[src/assert_macros.svh]
// Assertion macros shared by the RTL of the stack machine executor.
// Standalone header; synthesis builds see empty bodies.
`ifndef ASSERT_MACROS_SVH
`define ASSERT_MACROS_SVH

`ifndef SYNTHESIS

// Check a property on every rising edge, skipped while reset is active
`define SME_ASSERT(label, clk, rst_n, prop) \
    label: assert property (@(posedge clk) disable iff (!(rst_n)) (prop)) \
        else $error("assertion failed");

// Check a property on every rising edge, reset included
`define SME_ASSERT_ALWAYS(label, clk, prop) \
    label: assert property (@(posedge clk) (prop)) \
        else $error("assertion failed");

`else

`define SME_ASSERT(label, clk, rst_n, prop)
`define SME_ASSERT_ALWAYS(label, clk, prop)

`endif

`endif

[src/sme_pkg.sv]
// Types and codes of the stack machine executor.
// No dependencies; used by stack_machine_executor.
package sme_pkg;

    // Fixed widths of the result fields
    localparam int VALUE_W = 32;
    localparam int DEPTH_W = 6;
    localparam int SLOT_W  = 5;

    // Instruction codes
    typedef enum logic [2:0] {
        K_PUSH  = 3'd0,
        K_ADD   = 3'd1,
        K_SUB   = 3'd2,
        K_DUP   = 3'd3,
        K_SWAP  = 3'd4,
        K_DROP  = 3'd5,
        K_DUMP  = 3'd6,
        K_CLEAR = 3'd7
    } t_kind;

    // Sticky error codes
    typedef enum logic [1:0] {
        ERR_NONE  = 2'd0,
        ERR_UNDER = 2'd1,
        ERR_OVER  = 2'd2
    } t_err;

    // Sequencer states
    typedef enum logic [3:0] {
        S_IDLE,
        S_RD_A,
        S_RD_B,
        S_SWAP2,
        S_DUP_W,
        S_TOP_RD,
        S_TOP_CAP,
        S_DUMP_RD,
        S_DUMP_CAP,
        S_OUT
    } t_state;

    // Input transaction
    typedef struct packed {
        logic [2:0]  kind;
        logic [30:0] push_value;
    } t_in;

    // Result transaction
    typedef struct packed {
        logic [1:0]                status;
        logic [DEPTH_W-1:0]        depth;
        logic signed [VALUE_W-1:0] value;
        logic [SLOT_W-1:0]         slot;
        logic                      has_value;
        logic                      last;
    } t_out;

endpackage

[src/stack_machine_executor.sv]
// Stack machine executor: sequencer, stack memory and shared adder.
// Depends on sme_pkg and assert_macros.svh.
//
// Usage:
//   Input channel i_in_valid / o_in_ready / i_in_data carries one decoded
//   instruction (kind, push_value). Output channel o_out_valid / i_out_ready /
//   o_out_data carries results (status, depth, value, slot, has_value, last).
//   One instruction is worked on at a time; o_in_ready is high only while
//   the sequencer waits for the next instruction.
// Timing:
//   The stack lives in a single-port-write, single-port-read memory with a
//   registered read. Each step updates the stack, then reads the top for
//   its result, which has no value when the stack is empty after the step
//   (clear, errors, empty dump). A dump reads and outputs each entry in
//   turn, bottom slot first. The block is ready again in the cycle after
//   the last result is taken; one adder serves.
// Reset: synchronous, active low; empties the stack and clears the error.
//   Stack memory contents are not cleared and need no clearing pass.
// Stall: a result holds on o_out_data until i_out_ready takes it; the
//   block waits and accepts nothing meanwhile.
`include "assert_macros.svh"

module stack_machine_executor #(
    parameter int DEPTH     = 32,
    parameter int WORD_BITS = 32
) (
    input  logic          i_clk,
    input  logic          i_rst_n,
    input  logic          i_in_valid,
    output logic          o_in_ready,
    input  sme_pkg::t_in  i_in_data,
    output logic          o_out_valid,
    input  logic          i_out_ready,
    output sme_pkg::t_out o_out_data
);

    localparam int AW      = (DEPTH > 1) ? $clog2(DEPTH) : 1;
    localparam int PW      = $clog2(DEPTH + 1);
    localparam int VALUE_W = sme_pkg::VALUE_W;
    localparam int DEPTH_W = sme_pkg::DEPTH_W;
    localparam int SLOT_W  = sme_pkg::SLOT_W;

    // Control registers
    sme_pkg::t_state r_state, n_state;
    logic [PW-1:0]   r_sp, n_sp;
    sme_pkg::t_err   r_err, n_err;
    logic [PW-1:0]   r_idx, n_idx;

    // Payload registers
    sme_pkg::t_kind        r_kind, n_kind;
    logic [WORD_BITS-1:0]  r_a, n_a;
    sme_pkg::t_out         r_out, n_out;

    // Stack memory
    logic [WORD_BITS-1:0]  mem [DEPTH];
    logic [WORD_BITS-1:0]  r_rdata;
    logic                  mem_we;
    logic [AW-1:0]         mem_waddr;
    logic [WORD_BITS-1:0]  mem_wdata;
    logic [AW-1:0]         mem_raddr;

    // Derived values
    sme_pkg::t_kind        in_kind;
    logic [PW-1:0]         sp_m1, sp_m2;
    logic                  sp_full, sp_lt2, sp_zero;
    logic                  is_sub;
    logic [WORD_BITS-1:0]  alu_sum;
    logic                  dump_last;

    assign in_kind  = sme_pkg::t_kind'(i_in_data.kind);
    assign sp_m1    = r_sp - PW'(1);
    assign sp_m2    = r_sp - PW'(2);
    assign sp_full  = (r_sp == PW'(DEPTH));
    assign sp_lt2   = (r_sp < PW'(2));
    assign sp_zero  = (r_sp == '0);
    assign dump_last = ((r_idx + PW'(1)) == r_sp);

    // Shared adder: second + top, or second - top via inverted operand
    assign is_sub  = (r_kind == sme_pkg::K_SUB);
    assign alu_sum = r_rdata + (is_sub ? ~r_a : r_a) + WORD_BITS'(is_sub);

    // Next state
    always_comb begin
        n_state = r_state;
        case (r_state)
            sme_pkg::S_IDLE: begin
                if (i_in_valid) begin
                    if (in_kind == sme_pkg::K_CLEAR || r_err != sme_pkg::ERR_NONE) begin
                        n_state = sme_pkg::S_TOP_RD;
                    end else begin
                        case (in_kind)
                            sme_pkg::K_ADD, sme_pkg::K_SUB, sme_pkg::K_SWAP:
                                n_state = sp_lt2 ? sme_pkg::S_TOP_RD : sme_pkg::S_RD_A;
                            sme_pkg::K_DUP:
                                n_state = (sp_zero || sp_full) ? sme_pkg::S_TOP_RD
                                                               : sme_pkg::S_DUP_W;
                            sme_pkg::K_DUMP:
                                n_state = sp_zero ? sme_pkg::S_TOP_RD : sme_pkg::S_DUMP_RD;
                            default:
                                n_state = sme_pkg::S_TOP_RD;
                        endcase
                    end
                end
            end
            sme_pkg::S_RD_A:     n_state = sme_pkg::S_RD_B;
            sme_pkg::S_RD_B: begin
                n_state = (r_kind == sme_pkg::K_SWAP) ? sme_pkg::S_SWAP2 : sme_pkg::S_TOP_RD;
            end
            sme_pkg::S_SWAP2:    n_state = sme_pkg::S_TOP_RD;
            sme_pkg::S_DUP_W:    n_state = sme_pkg::S_TOP_RD;
            sme_pkg::S_TOP_RD:   n_state = sp_zero ? sme_pkg::S_OUT : sme_pkg::S_TOP_CAP;
            sme_pkg::S_TOP_CAP:  n_state = sme_pkg::S_OUT;
            sme_pkg::S_DUMP_RD:  n_state = sme_pkg::S_DUMP_CAP;
            sme_pkg::S_DUMP_CAP: n_state = sme_pkg::S_OUT;
            sme_pkg::S_OUT: begin
                if (i_out_ready) begin
                    n_state = r_out.last ? sme_pkg::S_IDLE : sme_pkg::S_DUMP_RD;
                end
            end
            default:             n_state = sme_pkg::S_IDLE;
        endcase
    end

    // Outputs, memory control and register updates
    always_comb begin
        o_in_ready  = 1'b0;
        o_out_valid = 1'b0;
        n_sp        = r_sp;
        n_err       = r_err;
        n_idx       = r_idx;
        n_kind      = r_kind;
        n_a         = r_a;
        n_out       = r_out;
        mem_we      = 1'b0;
        mem_waddr   = r_sp[AW-1:0];
        mem_wdata   = r_rdata;
        mem_raddr   = sp_m1[AW-1:0];
        case (r_state)
            sme_pkg::S_IDLE: begin
                o_in_ready = 1'b1;
                if (i_in_valid) begin
                    n_kind = in_kind;
                    n_idx  = '0;
                    if (in_kind == sme_pkg::K_CLEAR) begin
                        n_sp  = '0;
                        n_err = sme_pkg::ERR_NONE;
                    end else if (r_err == sme_pkg::ERR_NONE) begin
                        case (in_kind)
                            sme_pkg::K_PUSH: begin
                                if (sp_full) begin
                                    n_sp  = '0;
                                    n_err = sme_pkg::ERR_OVER;
                                end else begin
                                    mem_we    = 1'b1;
                                    mem_wdata = WORD_BITS'(i_in_data.push_value);
                                    n_sp      = r_sp + PW'(1);
                                end
                            end
                            sme_pkg::K_ADD, sme_pkg::K_SUB, sme_pkg::K_SWAP: begin
                                if (sp_lt2) begin
                                    n_sp  = '0;
                                    n_err = sme_pkg::ERR_UNDER;
                                end
                            end
                            sme_pkg::K_DUP: begin
                                if (sp_zero) begin
                                    n_err = sme_pkg::ERR_UNDER;
                                end else if (sp_full) begin
                                    n_sp  = '0;
                                    n_err = sme_pkg::ERR_OVER;
                                end
                            end
                            sme_pkg::K_DROP: begin
                                if (sp_zero) begin
                                    n_err = sme_pkg::ERR_UNDER;
                                end else begin
                                    n_sp = sp_m1;
                                end
                            end
                            default: begin
                                // dump needs no update here
                            end
                        endcase
                    end
                end
            end
            sme_pkg::S_RD_A: begin
                // capture top, fetch second
                n_a       = r_rdata;
                mem_raddr = sp_m2[AW-1:0];
            end
            sme_pkg::S_RD_B: begin
                mem_we = 1'b1;
                if (r_kind == sme_pkg::K_SWAP) begin
                    mem_waddr = sp_m1[AW-1:0];
                    mem_wdata = r_rdata;
                end else begin
                    mem_waddr = sp_m2[AW-1:0];
                    mem_wdata = alu_sum;
                    n_sp      = sp_m1;
                end
            end
            sme_pkg::S_SWAP2: begin
                mem_we    = 1'b1;
                mem_waddr = sp_m2[AW-1:0];
                mem_wdata = r_a;
            end
            sme_pkg::S_DUP_W: begin
                mem_we    = 1'b1;
                mem_waddr = r_sp[AW-1:0];
                mem_wdata = r_rdata;
                n_sp      = r_sp + PW'(1);
            end
            sme_pkg::S_TOP_RD: begin
                // empty stack gives a result without a value
                n_out.status    = r_err;
                n_out.depth     = DEPTH_W'(r_sp);
                n_out.value     = '0;
                n_out.slot      = '0;
                n_out.has_value = 1'b0;
                n_out.last      = 1'b1;
            end
            sme_pkg::S_TOP_CAP: begin
                n_out.status    = r_err;
                n_out.depth     = DEPTH_W'(r_sp);
                n_out.value     = VALUE_W'($signed(r_rdata));
                n_out.slot      = '0;
                n_out.has_value = 1'b1;
                n_out.last      = 1'b1;
            end
            sme_pkg::S_DUMP_RD: begin
                mem_raddr = r_idx[AW-1:0];
            end
            sme_pkg::S_DUMP_CAP: begin
                n_out.status    = r_err;
                n_out.depth     = DEPTH_W'(r_sp);
                n_out.value     = VALUE_W'($signed(r_rdata));
                n_out.slot      = SLOT_W'(r_idx);
                n_out.has_value = 1'b1;
                n_out.last      = dump_last;
            end
            sme_pkg::S_OUT: begin
                o_out_valid = 1'b1;
                if (i_out_ready && !r_out.last) begin
                    n_idx = r_idx + PW'(1);
                end
            end
            default: begin
                // unused state codes do nothing
            end
        endcase
    end

    assign o_out_data = r_out;

    // Control registers
    always_ff @(posedge i_clk) begin
        if (!i_rst_n) begin
            r_state <= sme_pkg::S_IDLE;
            r_sp    <= '0;
            r_err   <= sme_pkg::ERR_NONE;
            r_idx   <= '0;
        end else begin
            r_state <= n_state;
            r_sp    <= n_sp;
            r_err   <= n_err;
            r_idx   <= n_idx;
        end
    end

    // Payload registers
    always_ff @(posedge i_clk) begin
        r_kind <= n_kind;
        r_a    <= n_a;
        r_out  <= n_out;
    end

    // Stack memory: one write port, one registered read port
    always_ff @(posedge i_clk) begin
        if (mem_we) begin
            mem[mem_waddr] <= mem_wdata;
        end
        r_rdata <= mem[mem_raddr];
    end

    // Checks
    `SME_ASSERT(a_one_side, i_clk, i_rst_n, !(o_in_ready && o_out_valid))
    `SME_ASSERT(a_sp_bound, i_clk, i_rst_n, r_sp <= PW'(DEPTH))
    `SME_ASSERT(a_err_empty, i_clk, i_rst_n, (r_err != sme_pkg::ERR_NONE) |-> sp_zero)
    `SME_ASSERT(a_no_value_zero, i_clk, i_rst_n, (o_out_valid && !o_out_data.has_value) |-> (o_out_data.value == '0))
    `SME_ASSERT(a_accept_busy, i_clk, i_rst_n, (i_in_valid && o_in_ready) |=> !o_in_ready)

endmodule
[config.mk]
export PLATFORM = sky130hd
export DESIGN_NAME = stack_machine_executor
export DESIGN_NICKNAME = d
export VERILOG_FILES = /design/src/sme_pkg.sv /design/src/stack_machine_executor.sv
export VERILOG_INCLUDE_DIRS = /design/src /design/src/src
export SDC_FILE = /design/constraint.sdc
export NUM_CORES = 2
export LEC_CHECK = 0
export BUFFER_PORTS_ARGS = -buffer_cell sky130_fd_sc_hd__buf_2
export CAP_MARGIN = 10
export CORE_MARGIN = 8
export CORE_UTILIZATION = 34
export DETAILED_ROUTE_END_ITERATION = 12
export GPL_ROUTABILITY_DRIVEN = 0
export GPL_TIMING_DRIVEN = 0
export SLEW_MARGIN = 25
export SYNTH_ARGS = -nofsm -noshare
export SYNTH_HDL_FRONTEND = slang
export SYNTH_SLANG_ARGS = --single-unit
[constraint.sdc]
create_clock -name i_clk -period 7.2 [get_ports i_clk]
set_clock_uncertainty 0.2 [all_clocks]
set_input_delay 1.08 -clock i_clk [delete_from_list [all_inputs] [get_ports i_clk]]
set_output_delay 1.08 -clock i_clk [all_outputs]
set_load 0.02 [all_outputs]
==> summary.txt <==
Logic synthesis
  • Syn Inst Count: 3532
  • #FFs+latches synth: 1156
  • Ys async rst share: 0%
  • Synth Area in Adders: 1.104%
  • Top area cells in the synthesized netlist: edfxtp_1, a211oi_1, nand2_1
  • Cell accounting for the most synthesized area: edfxtp_1
  • Synth warnings: 0
  • Post-Syn Area: between 40000 and 50000 um2
  • Post-synth EDFFs: about 1100
  • Primary FF master, synth: edfxtp_1
  • Simple-gate share of the synthesized area: 10.92%
  • Post-synth top area share: 68.78%
  • Syn avg cell area: 13.67 um2
  • Area share of xor/xnor cells in the synthesized design: under 10%
  • Synth cell types: 76
  • Register area share after synthesis: 70.85%
  • Synthesized net count: between 3000 and 4000
  • Mux cell area share after synthesis: 0.2099%
  • Main combinational cell family by area after synthesis: compound AO/OA/AOI/OAI gates
  • Compound-Gate Fraction of Synth Area: 13.27%

Worst setup path
  • Kind of critical path: flip-flop to flip-flop
  • Crit start category: flip-flop
  • Worst Path Max Fanout: 12
  • WP data required: 7.54 ns
  • R2r worst-path depth: 17
  • Setup crit end kind: flip-flop
  • Worst setup endpoint: mem[27][29]$_DFFE_PP_
  • R2r setup slk: ~1.1 ns
  • CP arrival: 6.40 ns
  • CP Launch Point: r_kind[2]$_DFFE_PP_
  • RR Startpoint: r_kind[2]$_DFFE_PP_
  • R2R Path End: mem[27][29]$_DFFE_PP_

Clock tree
  • Clk root buf: clkbuf_16
  • Clock tree buffer depth: 3
  • H-tree Lvls: 3
  • TritonCTS buffer count: around 110
  • CTS tree: done
  • Setup Buffers After CTS: 0
  • TritonCTS Sinks: 1156
  • Post-CTS Resized: 0
  • Post-CTS Hold Fix Bufs: 0
  • Clk pin slew, worst setup/hold paths: approximately 0.06 ns
  • Worst skew pair latency: around 0.73 ns

Finish
  • Share of cells above drive strength 1: 11.99%
  • Area growth, synth to finish: 17.09%
  • Nets: between 3000 and 4000
  • Reg area: ~34000 um2
  • Multi-input gate area: around 14000 um2
  • Fillers: 13130

Route
  • DRT Wirelength: 145500 um
  • DRT iter0 DRCs: between 3000 and 4000
  • Via count: 31830
  • Via/cell ratio: 5.509
  • WL/cell: between 20 and 30 um
  • DRT Pass-1 Iters: 6
  • DRT antenna net count: 0
  • Final routed DRC violation total: 0

Timing
  • Tmin final: 6.062 ns
  • Final setup viols: 0
  • RSZ-0062 raised after global routing: no
  • Final Hold Fails: 0
  • Tightest Pin Transition: 1.236 ns
  • Final period utilization: 84.20%
  • Worst rel slew slack: 17.11%
  • Slew Limit Fails: 0
  • Fmax: ~160 MHz
  • Setup tns final: 0 ns

Placed design
  • Port Buffers: 86
  • Final HPWL DP: 103600 um

Global routing
  • Antenna violations before repair: 13
  • Largest net degree at the start of global routing: 36
  • Vias in the first global route: 30670
  • All-layer global routing usage: 18.34%
  • First-pass GRT wire length: 210200 um
  • GRT overflow: 0

Status
  • Status: finished clean

Floorplanning
  • CORE AREA: around 140000 um2
  • Row count: between 100 and 150
  • Die height: 392.9 um
  • Die W: 392.9 um
  • Die ar.: 154300 um2
  • # IOs: between 80 and 90
  • Initial Utilization: 34.19%

Min path
  • Hold crit path type: flip-flop to flip-flop

Job
  • Max-cap violations: 0
==> worst min-delay path by stage <==
stage                                startpoint                  endpoint  slack [ns]  cells after the start
after floorplan            r_sp[5]$_SDFFE_PN0P_  o_out_data[44]$_DFFE_PP_        0.21                      0
after global placement    r_err[1]$_SDFFE_PN0P_  o_out_data[46]$_DFFE_PP_        0.25                      0
after detailed placement  r_err[1]$_SDFFE_PN0P_  o_out_data[46]$_DFFE_PP_        0.25                      0
after CTS                 r_err[1]$_SDFFE_PN0P_  o_out_data[46]$_DFFE_PP_        0.27                      0
after global routing      r_err[1]$_SDFFE_PN0P_  o_out_data[46]$_DFFE_PP_        0.27                      0
final                     r_err[1]$_SDFFE_PN0P_  o_out_data[46]$_DFFE_PP_        0.27                      0
==> registers in the layout, summed over array words and instances (netlist names) <==
register,flops
r_rdata,32
r_err,2
r_a,32
o_out_data,47
r_kind,3
r_state,4
r_idx,6
r_sp,6
mem,1024
==> synthesized netlist by cell type, types with 4 or more instances <==
cell type  number
nand4_1         7
buf_2          36
nand2_1       588
xnor2_1        24
a221oi_1        5
a2bb2oi_1       4
nor3_1         11
clkbuf_1      183
a22oi_1         4
buf_1           9
dfxtp_1        50
inv_1          18
nor2b_1        20
and2_0          5
o21ai_0        58
a21oi_1        52
or3_1           8
o31ai_1         4
edfxtp_1     1106
o22ai_1         7
and2_1        295
a21o_1          4
a221o_1        11
o21bai_1        4
nor4_1         36
nand3_1        23
nand2b_1       11
nor3b_1         8
a311oi_1      129
nor2_1         79
xor2_1         47
o211ai_1        4
a211oi_1      389
o21ai_1         5
a222oi_1       19
a21boi_0        5
mux2i_1         9
buf_4          17
a31oi_1       136
ha_1           41
==> cell usage in the layout (no fill, tap or decap), types with 15 or more instances in the layout <==
master	instances
buf_16	29
inv_1	18
edfxtp_1	1106
a311oi_1	129
nand2_1	584
a21oi_1	50
xor2_1	47
and2_1	295
a222oi_1	19
nor2_4	33
clkinv_1	29
nor2_1	47
nor4_1	28
nor2b_1	20
dfxtp_1	50
buf_12	25
clkbuf_16	112
a31oi_1	136
xnor2_1	24
a211oi_1	378
buf_2	125
nand3_1	22
o21ai_0	43
ha_1	41
o21ai_4	15
buf_4	21
clkbuf_1	201
clkinv_2	22
==> routing by layer <==
layer / GRT usage, % / part of all wire [%] / wire [um] / vias up
li1: - / - / - / 14190
met1: 25.41 / 42 / 61300 / 15970
met2: 28.05 / 44 / 64600 / 1434
met3: 5.304 / 11 / 15550 / 227
met4: 5.375 / 2.8 / 4052 / 4
met5: 0 / 0.019 / 28 / -
==> cells by family (layout without fill, tap and decap cells) <==
kind of cell | after synthesis | after routing
XOR/XNOR | 71 | 71
other | 0 | 1
multiplexers | 10 | 10
buffers and inverters | 268 | 622
flip-flops | 1156 | 1156
AND/OR/NAND/NOR | 1111 | 1111
adder cells (fa/ha/maj) | 42 | 42
AO/OA/AOI/OAI | 874 | 874
==> area by class of cell <==
class / instances / area share (%)
clock buffers: 139 / 5.154
diodes: 1 / 0.004426
well taps: 1890 / 4.183
inverters: 20 / 0.1350
flip-flops and latches: 1156 / 60.51
plain buffers: 248 / 1.897
multi-input cells: 2108 / 23.99
clock inverters: 65 / 0.9051
repair buffers: 150 / 3.218
==> critical path, cell delays in order (launching register included) <==
cell and delay, ns:
edfxtp_1 0.45, nor3b_1 0.21, clkbuf_1 0.40, buf_1 0.80, xor2_1 0.15, ha_1 0.37, and3b_1 0.19, a221oi_1 0.46
o21ai_1 0.23, nand4_1 0.22, a21o_1 0.23, nand4_1 0.17, a31oi_1 0.27, mux2i_1 0.10, o211ai_1 0.58, buf_2 0.36
buf_4 0.22, buf_2 0.24
==> metrics by stage <==
| stage | hold WS (ns) | area [um2] | cells | setup slack, ns | util [%] |
|---|---|---|---|---|---|
| finish | 0.2679 | 56540 | 5777 | 1.138 | 40.03 |
| global route | 0.2720 | 56540 | 5777 | 0.8851 | 40.03 |
| CTS | 0.2670 | 56440 | 5776 | 1.239 | 39.96 |
| detailed placement | 0.2524 | 53020 | 5572 | 1.270 | 37.54 |
| global placement | 0.2468 | 51080 | 5508 | -1.266 | 36.17 |
| floorplan | 0.2064 | 48290 | 3532 | 2.012 | - |
Power is not shown: default switching activity piles up to over one toggle a cycle in this logic, so the estimate is an artifact.
